<file path="config.mk">
export PLATFORM = sky130hd
export DESIGN_NAME = epoch_to_calendar_fields_core
export DESIGN_NICKNAME = d
export VERILOG_FILES = /design/src/design/etcf_pkg.sv /design/src/design/etcf_ctrl.sv /design/src/design/etcf_dp.sv /design/src/design/epoch_to_calendar_fields_core.sv
export SDC_FILE = /design/constraint.sdc
export NUM_CORES = 2
export LEC_CHECK = 0
export BUFFER_PORTS_ARGS = -buffer_cell sky130_fd_sc_hd__buf_2
export CAP_MARGIN = 5
export CORE_ASPECT_RATIO = 1.25
export CORE_MARGIN = 4
export CORE_UTILIZATION = 58
export DETAILED_ROUTE_END_ITERATION = 16
export GPL_TIMING_DRIVEN = 0
export PLACE_DENSITY = 0.75
export SYNTH_ARGS = -nofsm -noshare
export SYNTH_HDL_FRONTEND = slang
export SYNTH_SLANG_ARGS = --single-unit
</file>
<file path="constraint.sdc">
create_clock -name i_clk -period 23.6 [get_ports i_clk]
set_input_delay 1.18 -clock i_clk [delete_from_list [all_inputs] [get_ports i_clk]]
set_output_delay 1.18 -clock i_clk [all_outputs]
set_load 0.01 [all_outputs]
</file>
<file path="src/design/etcf_pkg.sv">
`timescale 1ns / 1ps
// shared types, constants and tables for the epoch to calendar converter
// no dependencies

package etcf_pkg;

    localparam int EpochW    = 32;
    localparam int OffsetW   = 17;
    localparam int YearW     = 12;
    localparam int RemW      = 16;
    localparam int QuoW      = 16;
    localparam int MulAW     = 25;
    localparam int MulBW     = 26;
    localparam int ProdW     = MulAW + MulBW;
    localparam int CfgIdxW   = 3;
    localparam int OutDataW  = 64;

    // units taken back out of the dividend once the quotient is known
    localparam logic [EpochW-1:0] DaySec   = 32'd86400;
    localparam logic [EpochW-1:0] HourSec  = 32'd3600;
    localparam logic [EpochW-1:0] MinSec   = 32'd60;
    localparam logic [EpochW-1:0] WeekDays = 32'd7;

    // rounded-up reciprocals of the odd divisor parts, power-of-two part shifted out first
    localparam logic [MulBW-1:0] RecipDay  = 26'd50903317;  // 2^35 / 675
    localparam logic [MulBW-1:0] RecipHour = 26'd9321;      // 2^21 / 225
    localparam logic [MulBW-1:0] RecipMin  = 26'd1093;      // 2^14 / 15
    localparam logic [MulBW-1:0] RecipWday = 26'd74899;     // 2^19 / 7

    localparam logic [YearW-1:0] EpochYear   = 12'd1970;
    localparam logic [6:0]       EpochMod100 = 7'd70;
    localparam logic [8:0]       EpochMod400 = 9'd370;
    localparam logic [15:0]      WdayBias    = 16'd4;

    localparam logic [CfgIdxW-1:0] CfgZone   = 3'd0;
    localparam logic [CfgIdxW-1:0] CfgAnnMon = 3'd1;
    localparam logic [CfgIdxW-1:0] CfgAnnDay = 3'd2;
    localparam logic [CfgIdxW-1:0] CfgOrigin = 3'd3;

    localparam logic [OffsetW-1:0] RstZone   = 17'd19800;
    localparam logic [3:0]         RstAnnMon = 4'd9;
    localparam logic [4:0]         RstAnnDay = 5'd10;
    localparam logic [YearW-1:0]   RstOrigin = 12'd2004;

    typedef enum logic [1:0] {
        PH_DAY  = 2'd0,
        PH_HOUR = 2'd1,
        PH_MIN  = 2'd2,
        PH_WDAY = 2'd3
    } t_phase;

    typedef struct packed {
        logic   load;
        logic   div_step;
        logic   next;
        logic   yr_step;
        logic   mo_step;
        logic   capture;
        t_phase phase;
    } t_cmd;

    typedef struct packed {
        logic year_done;
        logic month_done;
    } t_status;

    typedef struct packed {
        logic [OffsetW-1:0] zone_offset_seconds;
        logic [3:0]         anniversary_month;
        logic [4:0]         anniversary_day;
        logic [YearW-1:0]   origin_year;
    } t_cfg;

    // first member is the highest bits
    typedef struct packed {
        logic [7:0]       years_since_origin;
        logic             anniversary_hit;
        logic [YearW-1:0] year_number;
        logic [8:0]       day_of_year;
        logic [3:0]       month_number;
        logic [4:0]       day_of_month;
        logic [2:0]       weekday;
        logic [5:0]       second_value;
        logic [5:0]       minute_value;
        logic             is_afternoon;
        logic [3:0]       hour_twelve;
    } t_result;

    localparam int ResultW = $bits(t_result);

    function automatic logic [4:0] month_len(input logic [3:0] m);
        logic [4:0] len;
        case (m)
            4'd0, 4'd2, 4'd4, 4'd6, 4'd7, 4'd9, 4'd11: len = 5'd31;
            4'd1:                                      len = 5'd28;
            default:                                   len = 5'd30;
        endcase
        return len;
    endfunction

endpackage

</file>
<file path="src/design/etcf_ctrl.sv">
`timescale 1ns / 1ps
// sequencer for the converter: divider phases, year and month search, result handoff
// depends on etcf_pkg

module etcf_ctrl import etcf_pkg::*; (
    input  logic    i_clk,
    input  logic    i_rst_n,
    input  logic    i_in_valid,
    output logic    o_in_ready,
    output logic    o_out_valid,
    input  logic    i_out_ready,
    input  t_status i_status,
    output t_cmd    o_cmd
);

    typedef enum logic [5:0] {
        S_IDLE  = 6'b000001,
        S_DIV   = 6'b000010,
        S_NEXT  = 6'b000100,
        S_YEAR  = 6'b001000,
        S_MONTH = 6'b010000,
        S_DONE  = 6'b100000
    } t_state;

    t_state          r_state, n_state;
    t_phase          r_phase, n_phase;
    logic            r_out_valid, n_out_valid;

    always_comb begin
        n_state     = r_state;
        n_phase     = r_phase;
        n_out_valid = r_out_valid;
        o_cmd       = '0;
        o_cmd.phase = r_phase;
        if (r_out_valid && i_out_ready) begin
            n_out_valid = 1'b0;
        end
        unique case (r_state)
            S_IDLE: begin
                if (i_in_valid) begin
                    o_cmd.load = 1'b1;
                    n_phase    = PH_DAY;
                    n_state    = S_DIV;
                end
            end
            S_DIV: begin
                o_cmd.div_step = 1'b1;
                n_state        = S_NEXT;
            end
            S_NEXT: begin
                o_cmd.next = 1'b1;
                n_state    = S_DIV;
                unique case (r_phase)
                    PH_DAY: begin
                        n_phase = PH_HOUR;
                    end
                    PH_HOUR: begin
                        n_phase = PH_MIN;
                    end
                    PH_MIN: begin
                        n_phase = PH_WDAY;
                    end
                    PH_WDAY: begin
                        n_state = S_YEAR;
                    end
                    default: begin
                        n_state = S_IDLE;
                    end
                endcase
            end
            S_YEAR: begin
                o_cmd.yr_step = 1'b1;
                if (i_status.year_done) begin
                    n_state = S_MONTH;
                end
            end
            S_MONTH: begin
                o_cmd.mo_step = 1'b1;
                if (i_status.month_done) begin
                    n_state = S_DONE;
                end
            end
            S_DONE: begin
                if (!r_out_valid || i_out_ready) begin
                    o_cmd.capture = 1'b1;
                    n_out_valid   = 1'b1;
                    n_state       = S_IDLE;
                end
            end
            default: begin
                n_state = S_IDLE;
            end
        endcase
    end

    always_ff @(posedge i_clk) begin
        if (!i_rst_n) begin
            r_state     <= S_IDLE;
            r_phase     <= PH_DAY;
            r_out_valid <= 1'b0;
        end else begin
            r_state     <= n_state;
            r_phase     <= n_phase;
            r_out_valid <= n_out_valid;
        end
    end

    assign o_in_ready  = (r_state == S_IDLE);
    assign o_out_valid = r_out_valid;

endmodule

</file>
<file path="src/design/etcf_dp.sv">
`timescale 1ns / 1ps
// datapath: shared reciprocal multiplier, year and month search, result register
// depends on etcf_pkg

module etcf_dp import etcf_pkg::*; (
    input  logic              i_clk,
    input  t_cmd              i_cmd,
    input  t_cfg              i_cfg,
    input  logic [EpochW-1:0] i_epoch,
    output t_status           o_status,
    output t_result           o_result
);

    logic [EpochW-1:0] r_num;
    logic [QuoW-1:0]   r_quo;
    logic [15:0]       r_days;
    logic [4:0]        r_h24;
    logic [5:0]        r_minute;
    logic [5:0]        r_second;
    logic [2:0]        r_wday;
    logic [RemW-1:0]   r_rem;
    logic [YearW-1:0]  r_year;
    logic [6:0]        r_c100;
    logic [8:0]        r_c400;
    logic [3:0]        r_month;
    logic [8:0]        r_doy;
    t_result           r_result;

    logic [MulAW-1:0]  w_mul_a;
    logic [MulBW-1:0]  w_mul_b;
    logic [ProdW-1:0]  w_prod;
    logic [QuoW-1:0]   w_quo;
    logic              w_leap;
    logic [8:0]        w_yd;
    logic [4:0]        w_md;
    logic              w_year_done;
    logic              w_month_done;
    logic [EpochW-1:0] w_local;
    t_result           w_result;
    logic [3:0]        w_h12;
    logic [YearW-1:0]  w_diff;
    logic [3:0]        w_month_num;
    logic [4:0]        w_dom;

    assign w_local = i_epoch + {{(EpochW-OffsetW){i_cfg.zone_offset_seconds[OffsetW-1]}},
                                i_cfg.zone_offset_seconds};

    always_comb begin
        unique case (i_cmd.phase)
            PH_DAY: begin
                w_mul_a = r_num[EpochW-1:7];
                w_mul_b = RecipDay;
            end
            PH_HOUR: begin
                w_mul_a = {12'd0, r_num[16:4]};
                w_mul_b = RecipHour;
            end
            PH_MIN: begin
                w_mul_a = {15'd0, r_num[11:2]};
                w_mul_b = RecipMin;
            end
            PH_WDAY: begin
                w_mul_a = {9'd0, r_num[15:0]};
                w_mul_b = RecipWday;
            end
            default: begin
                w_mul_a = '0;
                w_mul_b = '0;
            end
        endcase
    end

    assign w_prod = {{MulBW{1'b0}}, w_mul_a} * {{MulAW{1'b0}}, w_mul_b};

    always_comb begin
        unique case (i_cmd.phase)
            PH_DAY:  w_quo = w_prod[ProdW-1:35];
            PH_HOUR: w_quo = w_prod[36:21];
            PH_MIN:  w_quo = w_prod[29:14];
            PH_WDAY: w_quo = w_prod[34:19];
            default: w_quo = '0;
        endcase
    end

    assign w_leap = ((r_year[1:0] == 2'd0) && (r_c100 != 7'd0)) || (r_c400 == 9'd0);
    assign w_yd   = w_leap ? 9'd366 : 9'd365;
    assign w_md   = ((r_month == 4'd1) && w_leap) ? 5'd29 : month_len(r_month);

    assign w_year_done  = (r_rem < {{(RemW-9){1'b0}}, w_yd});
    assign w_month_done = (r_month == 4'd11) || (r_rem < {{(RemW-5){1'b0}}, w_md});

    assign o_status.year_done  = w_year_done;
    assign o_status.month_done = w_month_done;

    always_ff @(posedge i_clk) begin
        if (i_cmd.load) begin
            r_num <= w_local;
        end else if (i_cmd.div_step) begin
            r_quo <= w_quo;
        end else if (i_cmd.next) begin
            unique case (i_cmd.phase)
                PH_DAY: begin
                    r_days <= r_quo;
                    r_num  <= r_num - {{(EpochW-QuoW){1'b0}}, r_quo} * DaySec;
                end
                PH_HOUR: begin
                    r_h24 <= r_quo[4:0];
                    r_num <= r_num - {{(EpochW-QuoW){1'b0}}, r_quo} * HourSec;
                end
                PH_MIN: begin
                    r_minute <= r_quo[5:0];
                    r_second <= 6'(r_num - {{(EpochW-QuoW){1'b0}}, r_quo} * MinSec);
                    r_num    <= {16'd0, r_days + WdayBias};
                end
                PH_WDAY: begin
                    r_wday  <= 3'(r_num - {{(EpochW-QuoW){1'b0}}, r_quo} * WeekDays);
                    r_rem   <= r_days;
                    r_year  <= EpochYear;
                    r_c100  <= EpochMod100;
                    r_c400  <= EpochMod400;
                    r_month <= '0;
                end
                default: begin
                    r_quo <= '0;
                end
            endcase
        end else if (i_cmd.yr_step) begin
            if (w_year_done) begin
                r_doy <= r_rem[8:0] + 9'd1;
            end else begin
                r_rem  <= r_rem - {{(RemW-9){1'b0}}, w_yd};
                r_year <= r_year + 1'b1;
                r_c100 <= (r_c100 == 7'd99) ? 7'd0 : r_c100 + 7'd1;
                r_c400 <= (r_c400 == 9'd399) ? 9'd0 : r_c400 + 9'd1;
            end
        end else if (i_cmd.mo_step) begin
            if (!w_month_done) begin
                r_rem   <= r_rem - {{(RemW-5){1'b0}}, w_md};
                r_month <= r_month + 4'd1;
            end
        end
        if (i_cmd.capture) begin
            r_result <= w_result;
        end
    end

    always_comb begin
        w_h12       = (r_h24 >= 5'd12) ? 4'(r_h24 - 5'd12) : r_h24[3:0];
        w_diff      = r_year - i_cfg.origin_year;
        w_month_num = r_month + 4'd1;
        w_dom       = r_rem[4:0] + 5'd1;

        w_result.hour_twelve     = (w_h12 == 4'd0) ? 4'd12 : w_h12;
        w_result.is_afternoon    = (r_h24 >= 5'd12);
        w_result.minute_value    = r_minute;
        w_result.second_value    = r_second;
        w_result.weekday         = r_wday;
        w_result.day_of_month    = w_dom;
        w_result.month_number    = w_month_num;
        w_result.day_of_year     = r_doy;
        w_result.year_number     = r_year;
        w_result.anniversary_hit = (w_month_num == i_cfg.anniversary_month) &&
                                   (w_dom == i_cfg.anniversary_day);
        if (r_year < i_cfg.origin_year) begin
            w_result.years_since_origin = 8'd0;
        end else if (w_diff > 12'd255) begin
            w_result.years_since_origin = 8'd255;
        end else begin
            w_result.years_since_origin = w_diff[7:0];
        end
    end

    assign o_result = r_result;

endmodule

</file>
<file path="src/design/epoch_to_calendar_fields_core.sv">
`timescale 1ns / 1ps
// top level of the epoch to calendar converter: config registers and stream ports
// depends on etcf_pkg, etcf_ctrl, etcf_dp

// Converts a 32-bit UTC second count, shifted by the zone offset register, into
// 12-hour time, weekday, Gregorian date, an anniversary match flag and years since
// the origin year. One item is in work at a time: the divider phases run first,
// then the year search from 1970 and the month search up to the result month.
// The year search in the datapath, one year per cycle, is the longest step. A
// finished result waits in the output register while the next item is
// taken. Configuration writes are always accepted and should be made while idle.

module epoch_to_calendar_fields_core import etcf_pkg::*; (
    input  logic                i_clk,
    input  logic                i_rst_n,
    input  logic                s_axis_tvalid,
    output logic                s_axis_tready,
    input  logic [EpochW-1:0]   s_axis_tdata,   // [31:0] epoch_seconds
    output logic                m_axis_tvalid,
    input  logic                m_axis_tready,
    // [3:0] hour_twelve, [4] is_afternoon, [10:5] minute_value, [16:11] second_value,
    // [19:17] weekday, [24:20] day_of_month, [28:25] month_number,
    // [37:29] day_of_year, [49:38] year_number, [50] anniversary_hit,
    // [58:51] years_since_origin, [63:59] zero
    output logic [OutDataW-1:0] m_axis_tdata,
    input  logic                i_cfg_valid,
    output logic                o_cfg_ready,
    input  logic [CfgIdxW-1:0]  i_cfg_index,
    input  logic [OffsetW-1:0]  i_cfg_data
);

    t_cfg    r_cfg;
    t_cmd    w_cmd;
    t_status w_status;
    t_result w_result;

    always_ff @(posedge i_clk) begin
        if (!i_rst_n) begin
            r_cfg.zone_offset_seconds <= RstZone;
            r_cfg.anniversary_month   <= RstAnnMon;
            r_cfg.anniversary_day     <= RstAnnDay;
            r_cfg.origin_year         <= RstOrigin;
        end else if (i_cfg_valid) begin
            unique case (i_cfg_index)
                CfgZone:   r_cfg.zone_offset_seconds <= i_cfg_data;
                CfgAnnMon: r_cfg.anniversary_month   <= i_cfg_data[3:0];
                CfgAnnDay: r_cfg.anniversary_day     <= i_cfg_data[4:0];
                CfgOrigin: r_cfg.origin_year         <= i_cfg_data[YearW-1:0];
                default: begin
                end
            endcase
        end
    end

    assign o_cfg_ready = 1'b1;

    etcf_ctrl u_ctrl (
        .i_clk       (i_clk),
        .i_rst_n     (i_rst_n),
        .i_in_valid  (s_axis_tvalid),
        .o_in_ready  (s_axis_tready),
        .o_out_valid (m_axis_tvalid),
        .i_out_ready (m_axis_tready),
        .i_status    (w_status),
        .o_cmd       (w_cmd)
    );

    etcf_dp u_dp (
        .i_clk    (i_clk),
        .i_cmd    (w_cmd),
        .i_cfg    (r_cfg),
        .i_epoch  (s_axis_tdata),
        .o_status (w_status),
        .o_result (w_result)
    );

    assign m_axis_tdata = {{(OutDataW-ResultW){1'b0}}, w_result};

endmodule
</file>
==> qor.csv <==
metric,value,unit
outcome,"finished, final reports clean",
rsz0062_at_grt,false,
die_h,285.2,µm
yosysSeqAreaShare,19.60,%
post-synth-top-area-cell,fa_1,
timing.setup.tns,0,ns
cp-startpoint,u_ctrl.r_phase[1]$_SDFFE_PN0P_,
clkSinkCount,249,
rrSetupSlack,12.98,ns
drcViolationCount,0,
hpwlAfterDp,85040,µm
synth-edff-count,200,
drt-total-wl,101500,µm
die_width,229.7,µm
portBuffers,116,
wl_per_cell,21.07,µm
cts_buffer_depth,3,
ys_ff_latch,249,
worstPathMaxFanout,10,
syn_to_final_growth,7.393,%
final-max-slew-violation-count,0,
cts_root_buf,clkbuf_16,
vias_per_cell,5.846,
final_cell_mix,"inv_1, ha_1, fa_1, nand2_1, edfxtp_1",
grt_pass1_vias,28800,
critPathArrivalTime,10.87,ns
grt_max_degree,37,
fmax,0.09417,GHz
dp_cells,4772,
drv_cap,0,
synth_warnings,0,
post-route-min-period,10.62,ns
postCtsHoldBufs,0,
min_period_over_period,45.00,%
drtPass1Iterations,7,
drtAntennaViolNets,0,
design_area,0.03828,mm²
coreArea,0.06078,mm²
clock_latency,0.55,ns
numCtsBuffers,24,
crit_path_end,u_dp.r_quo[10]$_DFFE_PP_,
placed_cell_area,0.03740,mm²
end_kind,flip-flop,
post_cts_buffers,0,
grt_use_total,30.68,%
io-pin-count,124,
start_kind,flip-flop,
critPathRequiredTime,23.85,ns
nets,4977,
worst_pin_slew,1.230,ns
synthFlopType,edfxtp_1,
synth_area_leaders,"fa_1, ha_1, edfxtp_1",
path_common_cell,fa_1,
timing.hold.ws,0.4190,ns
gp_congestion,1.056,
critical_path_class,flip-flop to flip-flop,
final.setup_skew,0.02905,ns
initial_core_util,58.64,%
r2r_start,u_ctrl.r_phase[1]$_SDFFE_PN0P_,
drive_above_1_share,5.585,%
cpPeakStageDelay,0.72,ns
cts_resized,0,
vias,28170,
drtIter0Drc,2375,
ys_types,86,
antenna_found_initial,2,
setup_viol,0,
tritoncts,built,
grt_overflow,0,
stdcell_count,4819,
rr_worst_depth,30,
avgSynthCellArea,9.351,µm²
die_area,0.06551,mm²
synthesis.area,0.03564,mm²
grt_pass1_wl,156900,µm
hold_violations,0,
layout_commonest_cell,inv_1,
async_flop_share,0,%
syn_inst,3812,
yosys.area.top_type_share,22.35,%
h-tree-depth,1,
clk_pin_slew,0.07,ns
worst_slew_margin_rel,17.80,%
r2r_end,u_dp.r_quo[10]$_DFFE_PP_,
worstHoldPathType,flip-flop to flip-flop,
rows,101,
cp_slowest_cell,a222oi_1,
## stage by stage
step | utilization, % | setup WS (ns)
after CTS | 62.95 | 13.38
after global routing | 62.98 | 12.68
after global placement | 61.39 | 13.42
after floorplan | - | 15.51
final | 62.98 | 12.98
after detailed placement | 61.53 | 13.46
## cells by family after synthesis
| group | Yosys count | synth area share [%] |
|---|---|---|
| AND/OR/NAND/NOR | 803 | 10.65 |
| AO/OA/AOI/OAI | 658 | 12.25 |
| multiplexers | 21 | 0.5932 |
| buffers and inverters | 900 | 9.576 |
| adder cells (fa/ha/maj) | 945 | 41.55 |
| flip-flops | 249 | 19.60 |
| other | 2 | 0.02107 |
| XOR/XNOR | 234 | 5.750 |
## how the worst min path moves through the flow
| stage | start | end | slack [ns] | cells past startpoint |
|---|---|---|---|---|
| 2_1_floorplan | u_dp.r_minute[5]$_DFFE_PP_ | u_dp.o_result[10]$_DFFE_PP_ | 0.40 | 0 |
| 3_3_place_gp | u_dp.r_doy[4]$_DFFE_PP_ | u_dp.o_result[33]$_DFFE_PP_ | 0.40 | 0 |
| 3_5_place_dp | u_dp.r_second[0]$_DFFE_PP_ | u_dp.o_result[11]$_DFFE_PP_ | 0.40 | 0 |
| 4_1_cts | u_dp.r_doy[5]$_DFFE_PP_ | u_dp.o_result[34]$_DFFE_PP_ | 0.42 | 0 |
| 5_1_grt | u_dp.r_doy[3]$_DFFE_PP_ | u_dp.o_result[32]$_DFFE_PP_ | 0.42 | 0 |
| 6_report | u_dp.r_minute[3]$_DFFE_PP_ | u_dp.o_result[8]$_DFFE_PP_ | 0.42 | 0 |
## metal layers
| layer | vias up | global-route usage, % | wire length [µm] |
|---|---|---|---|
| li1 | 12940 | - | - |
| met5 | - | 0 | 0 |
| met2 | 1193 | 54.14 | 49690 |
| met3 | 407 | 4.426 | 7227 |
| met4 | 0 | 19.12 | 8162 |
| met1 | 13630 | 34.98 | 36450 |
## flip-flops by register name, indices dropped and copies added, names as in the netlist, named ones only
signal              flops
u_dp.o_result          59
r_cfg                  38
u_dp.r_num             32
u_dp.r_days            16
u_dp.r_quo             16
u_dp.r_rem             16
u_dp.r_year            12
u_dp.r_c400             9
u_dp.r_doy              9
u_dp.r_c100             7
u_ctrl.r_state          6
u_dp.r_minute           6
u_dp.r_second           6
u_dp.r_h24              5
u_dp.r_month            4
u_dp.r_wday             3
u_ctrl.r_phase          2
u_ctrl.o_out_valid      1
## cell usage after synthesis, types with 81 or more instances
library cell and count:
edfxtp_1 200, clkbuf_1 81, nand3_1 83, o21ai_0 125
ha_1 547, inv_1 800, nor2_1 186, fa_1 398
xnor2_1 121, xor2_1 113, nand2_1 287, a21oi_1 177
## area by class of cell
type	count	area [µm²]
Multi-Input combinational cell	2679	25330
Fill cell	5185	22510
Sequential cell	249	6987
Inverter	800	3003
Tap cell	824	1031
Timing Repair Buffer	121	654.4
Clock buffer	26	618.1
Buffer	100	410.4
Clock inverter	18	245.2
Antenna cell	2	5.005
## worst max-delay path: cells and delay by family (launching register included)
| kind | cells | cell delay, ns |
|---|---|---|
| XOR/XNOR | 1 | 0.09 |
| buffers and inverters | 10 | 2.67 |
| flip-flops | 1 | 0.36 |
| AND/OR/NAND/NOR | 3 | 0.57 |
| multiplexers | 1 | 0.16 |
| adder cells (fa/ha/maj) | 9 | 4.43 |
| AO/OA/AOI/OAI | 6 | 2.05 |
Power is left out: the tool's default activity adds up to more than one toggle a clock period on the data nets, which glitch-free logic cannot reach.
